<file path="src/hw/rtl/pcmb_pkg.sv">
// Shared types and constants for the palette colour math and brightness block.
`timescale 1ns / 1ps
`default_nettype none

package pcmb_pkg;

    // Channel and word widths
    localparam int unsigned CH_W      = 5;
    localparam int unsigned COLOUR_W  = 3 * CH_W;
    localparam int unsigned OUT_W     = 8;
    localparam int unsigned BRIGHT_W  = 4;
    localparam int unsigned PROD_W    = OUT_W + BRIGHT_W;
    localparam int unsigned ADDR_W    = 5;
    localparam int unsigned DATA_W    = 32;
    localparam int unsigned LAT       = 3;

    // Channel clamp ceiling and source limit for math
    localparam logic [CH_W:0] CH_MAX       = 6'd31;
    localparam logic [2:0]    SOURCE_LIMIT = 3'd6;

    // math_control bit positions
    localparam int unsigned HALVE_POS    = 6;
    localparam int unsigned SUBTRACT_POS = 7;

    // Divide by 15: q = ((x + 1) * 4369) >> 16, exact for x below 65535
    localparam int unsigned         RECIP_W      = 13;
    localparam logic [RECIP_W-1:0]  DIV15_RECIP  = 13'd4369;
    localparam int unsigned         DIV15_SHIFT  = 16;
    localparam int unsigned         QPROD_W      = PROD_W + RECIP_W;

    // Register indexes (byte address / 4)
    localparam logic [2:0] REG_BRIGHTNESS    = 3'd0;
    localparam logic [2:0] REG_SCREEN_BLANK  = 3'd1;
    localparam logic [2:0] REG_MATH_CONTROL  = 3'd2;
    localparam logic [2:0] REG_SUB_SELECT    = 3'd3;
    localparam logic [2:0] REG_FIXED_COLOUR  = 3'd4;

    // Reset value of master brightness
    localparam logic [BRIGHT_W-1:0] BRIGHT_FULL = 4'd15;

    // Per-pixel control shared by the three channel slices
    typedef struct packed {
        logic                apply;
        logic                subtract;
        logic                halve;
        logic                blank;
        logic [BRIGHT_W-1:0] brightness;
    } t_ch_ctrl;

endpackage

`default_nettype wire

</file>
<file path="src/hw/rtl/pcmb_channel.sv">
// One color channel: add/subtract, halve, clamp, expand and brightness scale.
`timescale 1ns / 1ps
`default_nettype none

module pcmb_channel (
    input  wire logic                          i_clk,
    input  wire logic [pcmb_pkg::CH_W-1:0]     i_main,
    input  wire logic [pcmb_pkg::CH_W-1:0]     i_second,
    input  wire pcmb_pkg::t_ch_ctrl            i_ctrl,
    output logic      [pcmb_pkg::OUT_W-1:0]    o_chan
);

    logic [pcmb_pkg::CH_W:0]      n_sum;
    logic [pcmb_pkg::CH_W:0]      n_half;
    logic [pcmb_pkg::CH_W-1:0]    n_clamp;
    logic [pcmb_pkg::OUT_W-1:0]   n_expand;
    logic [pcmb_pkg::PROD_W-1:0]  n_prod;
    logic [pcmb_pkg::PROD_W-1:0]  r_prod;
    logic [pcmb_pkg::QPROD_W-1:0] n_qprod;
    logic [pcmb_pkg::OUT_W-1:0]   r_chan;

    // Color math, halve, clamp to 31, expand to 8 bits, scale by brightness
    always_comb begin
        n_sum = {1'b0, i_main};
        if (i_ctrl.apply) begin
            if (i_ctrl.subtract) begin
                n_sum = (i_main >= i_second) ? {1'b0, i_main - i_second}
                                             : '0;
            end else begin
                n_sum = {1'b0, i_main} + {1'b0, i_second};
            end
        end
        n_half   = i_ctrl.halve ? (n_sum >> 1) : n_sum;
        n_clamp  = (n_half > pcmb_pkg::CH_MAX) ? pcmb_pkg::CH_MAX[pcmb_pkg::CH_W-1:0]
                                               : n_half[pcmb_pkg::CH_W-1:0];
        n_expand = {n_clamp, n_clamp[pcmb_pkg::CH_W-1 -: 3]};
        n_prod   = i_ctrl.blank ? '0
                 : pcmb_pkg::PROD_W'(n_expand) * pcmb_pkg::PROD_W'(i_ctrl.brightness);
    end

    // Product register
    always_ff @(posedge i_clk) begin
        r_prod <= n_prod;
    end

    // Divide by 15 through the reciprocal
    assign n_qprod = (pcmb_pkg::QPROD_W'(r_prod) + pcmb_pkg::QPROD_W'(1))
                   * pcmb_pkg::QPROD_W'(pcmb_pkg::DIV15_RECIP);

    always_ff @(posedge i_clk) begin
        r_chan <= n_qprod[pcmb_pkg::DIV15_SHIFT +: pcmb_pkg::OUT_W];
    end

    assign o_chan = r_chan;

endmodule

`default_nettype wire

</file>
<file path="src/hw/rtl/palette_colour_math_brightness.sv">
// Top level: pixel color math and master brightness with APB register port.
//
//  Channel  | Ports                                   | Handshake
//  ---------+-----------------------------------------+-------------------------
//  pixel in | i_main_color .. i_sub_present           | start && !busy
//  pixel out| o_red_out, o_green_out, o_blue_out      | o_valid strobe, 1 cycle
//  config   | psel penable pwrite paddr pwdata prdata | APB, pready tied high
//
// One pixel is taken every cycle; busy stays low. A pixel's result passes the
// input register, the channel math and brightness product register and the
// divide-by-15 register before it strobes out. Reset clears the valid pipe and
// the registers to their defaults. The receiver cannot stall, so nothing holds back.
`timescale 1ns / 1ps
`default_nettype none

module palette_colour_math_brightness (
    input  wire logic                              i_clk,
    input  wire logic                              i_rst_n,
    // pixel input
    input  wire logic                              start,
    output logic                                   busy,
    input  wire logic [pcmb_pkg::COLOUR_W-1:0]     i_main_color,
    input  wire logic                              i_main_rgb_enable,
    input  wire logic                              i_math_window,
    input  wire logic [2:0]                        i_source_layer,
    input  wire logic [pcmb_pkg::COLOUR_W-1:0]     i_sub_colour,
    input  wire logic                              i_sub_present,
    // pixel output
    output logic                                   o_valid,
    output logic      [pcmb_pkg::OUT_W-1:0]        o_red_out,
    output logic      [pcmb_pkg::OUT_W-1:0]        o_green_out,
    output logic      [pcmb_pkg::OUT_W-1:0]        o_blue_out,
    // register port
    input  wire logic                              psel,
    input  wire logic                              penable,
    input  wire logic                              pwrite,
    input  wire logic [pcmb_pkg::ADDR_W-1:0]       paddr,
    input  wire logic [pcmb_pkg::DATA_W-1:0]       pwdata,
    output logic      [pcmb_pkg::DATA_W-1:0]       prdata,
    output logic                                   pready
);

    localparam int unsigned CW = pcmb_pkg::CH_W;

    // Configuration registers
    logic [pcmb_pkg::BRIGHT_W-1:0] r_brightness;
    logic                          r_screen_blank;
    logic [7:0]                    r_math_control;
    logic                          r_sub_select;
    logic [pcmb_pkg::COLOUR_W-1:0] r_fixed_colour;

    // Input register
    logic [pcmb_pkg::COLOUR_W-1:0] r_main_color;
    logic                          r_main_rgb_enable;
    logic                          r_math_window;
    logic [2:0]                    r_source_layer;
    logic [pcmb_pkg::COLOUR_W-1:0] r_sub_colour;
    logic                          r_sub_present;

    logic [pcmb_pkg::LAT-1:0]      r_vld;

    logic                          n_accept;
    logic                          n_wr;
    logic [2:0]                    n_reg_idx;
    logic                          n_use_sub;
    logic                          n_want_half;
    logic [pcmb_pkg::COLOUR_W-1:0] n_main;
    logic [pcmb_pkg::COLOUR_W-1:0] n_second;
    pcmb_pkg::t_ch_ctrl            n_ctrl;

    assign busy      = 1'b0;
    assign pready    = 1'b1;
    assign n_accept  = start && !busy;
    assign n_wr      = psel && penable && pwrite && pready;
    assign n_reg_idx = paddr[pcmb_pkg::ADDR_W-1:2];

    // Register writes
    always_ff @(posedge i_clk) begin
        if (!i_rst_n) begin
            r_brightness    <= pcmb_pkg::BRIGHT_FULL;
            r_screen_blank  <= 1'b0;
            r_math_control  <= '0;
            r_sub_select    <= 1'b0;
            r_fixed_colour  <= '0;
        end else if (n_wr) begin
            unique case (n_reg_idx)
                pcmb_pkg::REG_BRIGHTNESS:    r_brightness    <= pwdata[pcmb_pkg::BRIGHT_W-1:0];
                pcmb_pkg::REG_SCREEN_BLANK:  r_screen_blank  <= pwdata[0];
                pcmb_pkg::REG_MATH_CONTROL:  r_math_control  <= pwdata[7:0];
                pcmb_pkg::REG_SUB_SELECT:    r_sub_select    <= pwdata[0];
                pcmb_pkg::REG_FIXED_COLOUR:  r_fixed_colour  <= pwdata[pcmb_pkg::COLOUR_W-1:0];
                default: ;
            endcase
        end
    end

    // Register readback
    always_comb begin
        prdata = '0;
        unique case (n_reg_idx)
            pcmb_pkg::REG_BRIGHTNESS:    prdata = pcmb_pkg::DATA_W'(r_brightness);
            pcmb_pkg::REG_SCREEN_BLANK:  prdata = pcmb_pkg::DATA_W'(r_screen_blank);
            pcmb_pkg::REG_MATH_CONTROL:  prdata = pcmb_pkg::DATA_W'(r_math_control);
            pcmb_pkg::REG_SUB_SELECT:    prdata = pcmb_pkg::DATA_W'(r_sub_select);
            pcmb_pkg::REG_FIXED_COLOUR:  prdata = pcmb_pkg::DATA_W'(r_fixed_colour);
            default:                     prdata = '0;
        endcase
    end

    // Input register, loaded on each beat
    always_ff @(posedge i_clk) begin
        if (n_accept) begin
            r_main_color      <= i_main_color;
            r_main_rgb_enable <= i_main_rgb_enable;
            r_math_window     <= i_math_window;
            r_source_layer    <= i_source_layer;
            r_sub_colour      <= i_sub_colour;
            r_sub_present     <= i_sub_present;
        end
    end

    // Valid pipe, one bit per stage
    always_ff @(posedge i_clk) begin
        if (!i_rst_n) begin
            r_vld <= '0;
        end else begin
            r_vld <= {r_vld[pcmb_pkg::LAT-2:0], n_accept};
        end
    end

    // Operand select and per-pixel control
    always_comb begin
        n_use_sub   = r_sub_select && r_sub_present;
        n_want_half = r_math_control[pcmb_pkg::HALVE_POS];
        n_main      = r_main_rgb_enable ? r_main_color : '0;
        n_second    = n_use_sub ? r_sub_colour : r_fixed_colour;

        n_ctrl.apply      = r_math_window && (r_source_layer < pcmb_pkg::SOURCE_LIMIT)
                         && r_math_control[r_source_layer];
        n_ctrl.subtract   = r_math_control[pcmb_pkg::SUBTRACT_POS];
        // fixed-color fallback under add-subscreen skips the halve
        n_ctrl.halve      = n_ctrl.apply && n_want_half
                         && (n_use_sub || !r_sub_select);
        n_ctrl.blank      = r_screen_blank;
        n_ctrl.brightness = r_brightness;
    end

    pcmb_channel u_red (
        .i_clk    (i_clk),
        .i_main   (n_main[0 +: CW]),
        .i_second (n_second[0 +: CW]),
        .i_ctrl   (n_ctrl),
        .o_chan   (o_red_out)
    );

    pcmb_channel u_green (
        .i_clk    (i_clk),
        .i_main   (n_main[CW +: CW]),
        .i_second (n_second[CW +: CW]),
        .i_ctrl   (n_ctrl),
        .o_chan   (o_green_out)
    );

    pcmb_channel u_blue (
        .i_clk    (i_clk),
        .i_main   (n_main[2*CW +: CW]),
        .i_second (n_second[2*CW +: CW]),
        .i_ctrl   (n_ctrl),
        .o_chan   (o_blue_out)
    );

    assign o_valid = r_vld[pcmb_pkg::LAT-1];

endmodule

`default_nettype wire

</file>
<file path="config.mk">
export PLATFORM = sky130hd
export DESIGN_NAME = palette_colour_math_brightness
export DESIGN_NICKNAME = d
export VERILOG_FILES = /design/src/hw/rtl/pcmb_pkg.sv /design/src/hw/rtl/pcmb_channel.sv /design/src/hw/rtl/palette_colour_math_brightness.sv
export SDC_FILE = /design/constraint.sdc
export NUM_CORES = 1
export LEC_CHECK = 0
export BUFFER_PORTS_ARGS = -buffer_cell sky130_fd_sc_hd__buf_2
export CORE_MARGIN = 5
export CORE_UTILIZATION = 55
export DETAILED_ROUTE_END_ITERATION = 10
export PLACE_DENSITY_LB_ADDON = 0.3
export SKIP_LAST_GASP = 1
export SLEW_MARGIN = 20
export SYNTH_ARGS = -nofsm -noshare
export SYNTH_HDL_FRONTEND = slang
export SYNTH_SLANG_ARGS = --single-unit
</file>
<file path="constraint.sdc">
create_clock -name i_clk -period 5.6 [get_ports i_clk]
set_clock_uncertainty 0.05 [all_clocks]
set_input_delay 1.12 -clock i_clk [delete_from_list [all_inputs] [get_ports i_clk]]
set_output_delay 1.12 -clock i_clk [all_outputs]
set_load 0.01 [all_outputs]
</file>
==> results.tsv <==
stage	metric	value	unit
sta	fmax	183	MHz
layout	drive_above_1_share	20.3	%
placement	dp_hpwl	21900	um
die	die-height	164	um
placement	gpl_congestion	0.899	
setup_path	critical_path_peak_fanout	7	
routing	drt_iter0_markers	497	
global_route	gr-usage-all-layers	21.2	%
synth	post_synth_mux_area_share	3.17	%
synth	synth.cell_area	0.0131	mm^2
routing	drt-total-wl	28500	um
synth	largest_family_of_logic_cells_by_synthesized_area	adder cells	
synth	synth_seq_area_share	22.3	%
sta	slew-limit-headroom	38.4	%
power	comb_power_share	69.9	%
die	start_util	55.9	%
routing	wl_per_cell	14.8	um
die	fp-row-count	56	
synth	synthesis.yosys.warnings	0	
sta	timing.final.hold_violations	0	
sta	post_layout_min_period	5.47	ns
sta	fin_ws	0.128	ns
clock_network	cts_made_buffers	17	
setup_path	crit_path_max_incr_delay	0.53	ns
setup_path	critical_path.cell_chain	nand2_2 -> clkbuf_16 -> mux2_2 -> ha_2 -> o21bai_1 -> a21oi_2 -> mux2_2 -> o31ai_2 -> nand3_1 -> a31oi_4 -> and2_4 -> fa_2 -> fa_1 -> ha_4 -> a21oi_2 -> o211ai_1 -> a2111oi_2 -> or3_1 -> buf_4 -> xor2_1 -> nor2_1	
synth	synth-adder-area-share	32.1	%
synth	synth_enable_flop_cells	36	
outcome	outcome	completed	
global_route	number_of_antenna_violations_at_the_first_check_in_global_routing	0	
setup_path	r2r-end	u_red.r_prod[9]	
layout	antenna_cells	0	
die	die_width	164	um
sta	number_of_pins_exceeding_their_max_slew_limit_in_the_final_report	0	
placement	dpl-instance-area	0.0142	mm^2
layout	non_filler_instances	1926	
placement	buffer_ports.inserted	99	
layout	area_growth	17.2	%
setup_path	timing.reg2reg.setup_slack	0.13	ns
layout	finalCoreUtilization	65.5	%
sta	timing.final.crit_share	97.7	%
global_route	global_route.overflow_total	0	
synth	synth_xor_xnor_area_share	5.93	%
clock_network	cts_max_level	4	
clock_network	cts_hold_buf	0	
synth	synth_cell_type_count	90	
synth	synth.area.top_cells	sky130_fd_sc_hd__ha_1, sky130_fd_sc_hd__dfxtp_1, sky130_fd_sc_hd__fa_1, sky130_fd_sc_hd__edfxtp_1, sky130_fd_sc_hd__inv_1	
die	design.die.area	0.0270	mm^2
synth	compound_gate_portion_of_the_synthesized_area	13.5	%
clock_network	cts_max_path_buffers	2	
die	core_area	0.0235	mm^2
placement	place_worst_setup_slack	-0.0162	ns
layout	final_common_cell	sky130_fd_sc_hd__ha_1	
setup_path	worst-setup-path-type	reg -> reg	
routing	dr_total_vias	10397	
synth	synth_largest_type_area_fraction	23.4	%
worst_hold_path	holdPathEnd	r_vld[1]	
power	cellLeakagePower	7.49	nW
setup_path	critPathTopFamily	adder cells	
clock_network	cts.clk_slew.worst_paths	0.07	ns
setup_path	critPathBufInv	2	
power	power_frac_clock	13.7	%
sta	worstMarginPinSlew	0.916	ns
clock_network	cts.sinks	128	
sta	setup_violations	0	
sta	finalHoldWorstSlack	0.389	ns
routing	route.detailed.vias_per_inst	5.40	
synth	async_flop_share	0	%
power	switching_share	46.1	%
power	power.net_switching	3.72	mW
routing	post-route-drc-count	0	
synth	syn_area_per_cell	9.04	um^2
synth	yosys_register_bits	128	
setup_path	reg2reg_depth	21	
power	pwr-share-seq	16.5	%
routing	antenna_violating_nets_post_route	0	
clock_network	clockRootBuffer	sky130_fd_sc_hd__clkbuf_16	
setup_path	cp_slowest_cell	sky130_fd_sc_hd__fa_1	
run	max_cap_violations	0	
layout	final_design_area_no_fill	0.0154	mm^2
power	cell_internal_pwr	4.35	mW
global_route	grt_pass1_wl	47500	um
setup_path	setup.worst_path.start_class	register	
worst_hold_path	hold_depth	1	
power	power_per_cell_area	525	mW/mm^2
setup_path	required_time_of_the_critical_path	5.85	ns
synth	synth_top_cell_by_area	sky130_fd_sc_hd__ha_1	
power	p_total	8.07	mW
setup_path	reg_to_reg_startpoint	r_sub_present	
routing	number_of_iterations_in_the_first_detailed_routing_pass	7	
layout	final_cell_mix	sky130_fd_sc_hd__ha_1, sky130_fd_sc_hd__inv_1, sky130_fd_sc_hd__nand2_1	
power	ir_drop	0.359	mV
global_route	grt_max_degree	38	
sta	totalNegativeSetupSlack	0	ns
layout	nNetsFinal	1975	
setup_path	worstPathArrival	5.72	ns
synth	synth-simple-area-share	16.3	%
setup_path	setup.worst_path.end_class	register	
placement	numPlacedInstances	1882	
global_route	vias_in_the_first_global_route	10258	
clock_network	clk_latency	0.44	ns
worst_hold_path	holdCritPathClass	reg -> reg	
synth	yosys_most_used_dff	sky130_fd_sc_hd__dfxtp_1	
die	ios	138	
synth	synthesis.instances	1451	
worst_hold_path	holdCritStartpoint	r_vld[0]	
clock_network	tritoncts	done	
[worst reg2reg max path, delay by kind of cell (launching register included)]
| family | cells | cell delay, ns |
|---|---|---|
| adders and majority gates | 4 | 1.73 |
| and+or+nand+nor | 5 | 0.93 |
| AOI/OAI and AO/OA | 7 | 1.06 |
| xor gates and xnor gates | 1 | 0.11 |
| buffers and inverters | 2 | 0.33 |
| DFF | 1 | 0.44 |
| muxes | 2 | 0.71 |
[layout make-up]
type,instances,area (um^2)
inverter,154,578
sequential,128,2920
fill,1879,8100
timing repair buffer,164,1010
multi-input combinational,1129,9870
clock inverter,15,164
tap,319,399
clock buffer,17,425
[synth_stat cells (30+ instances only)]
cell type,number
sky130_fd_sc_hd__nor2_1,94
sky130_fd_sc_hd__nor2b_1,39
sky130_fd_sc_hd__o21ai_0,39
sky130_fd_sc_hd__nand2_1,114
sky130_fd_sc_hd__dfxtp_1,92
sky130_fd_sc_hd__xnor2_1,59
sky130_fd_sc_hd__a21oi_1,70
sky130_fd_sc_hd__and2_1,51
sky130_fd_sc_hd__nand3_1,30
sky130_fd_sc_hd__fa_1,57
sky130_fd_sc_hd__ha_1,245
sky130_fd_sc_hd__inv_1,153
sky130_fd_sc_hd__edfxtp_1,36
[routing by layer]
metal,up-vias,track usage [%],share of wire [%]
met5,-,0,0
met4,0,6.35,1.9
met3,38,3.19,4.0
met2,243,38.0,50
met1,4850,26.4,44
li1,5266,-,-
[power by group through the flow]
stage          registers [mW]  clock network, mW  logic [mW]
2_1_floorplan            1.37                  0        4.27
6_report                 1.33               1.10        5.63
3_5_place_dp             1.35                  0        5.46
3_3_place_gp             1.34                  0        5.31
4_1_cts                  1.33               1.12        5.58
5_1_grt                  1.35               1.17        6.51
[registers in the layout (all words and copies together) (netlist names), 3 cells and up]
name / count
u_red.o_chan: 8
r_vld: 3
u_green.r_prod: 12
r_sub_colour: 15
u_blue.r_prod: 12
u_red.r_prod: 12
r_main_color: 15
u_blue.o_chan: 8
r_brightness: 4
r_source_layer: 3
r_math_control: 8
u_green.o_chan: 8
r_fixed_colour: 15
[cells by family after synthesis]
logic type / count (synthesis)
compound gates: 257
buf+inv: 211
simple gates: 425
fa+ha+maj: 302
flops: 128
other cells: 2
mux: 38
xor+xnor: 88
[what timing repair did]
item / 4_1_cts / 5_1_grt
endpoints found under the setup margin: 7 / 12
buffers inserted: 3 / 8
pin swaps: 2 / 52
gates resized for setup: 6 / 106
cloned: 0 / 1
[worst max path at each step]
stage                               endpoint  slack, ns           from  depth (start not counted)
after floorplan           u_green.r_prod[10]       0.08  r_sub_present                         23
after global placement      u_red.r_prod[11]       0.09  r_sub_present                         22
after detailed placement  u_green.r_prod[10]      -0.02  r_sub_present                         22
after CTS                 u_green.r_prod[10]     -0.009  r_sub_present                         24
after global routing      u_green.r_prod[10]      -0.09  r_sub_present                         24
final                        u_red.r_prod[9]       0.13  r_sub_present                         21
No activity file was read; power rests on OpenSTA's default activity.
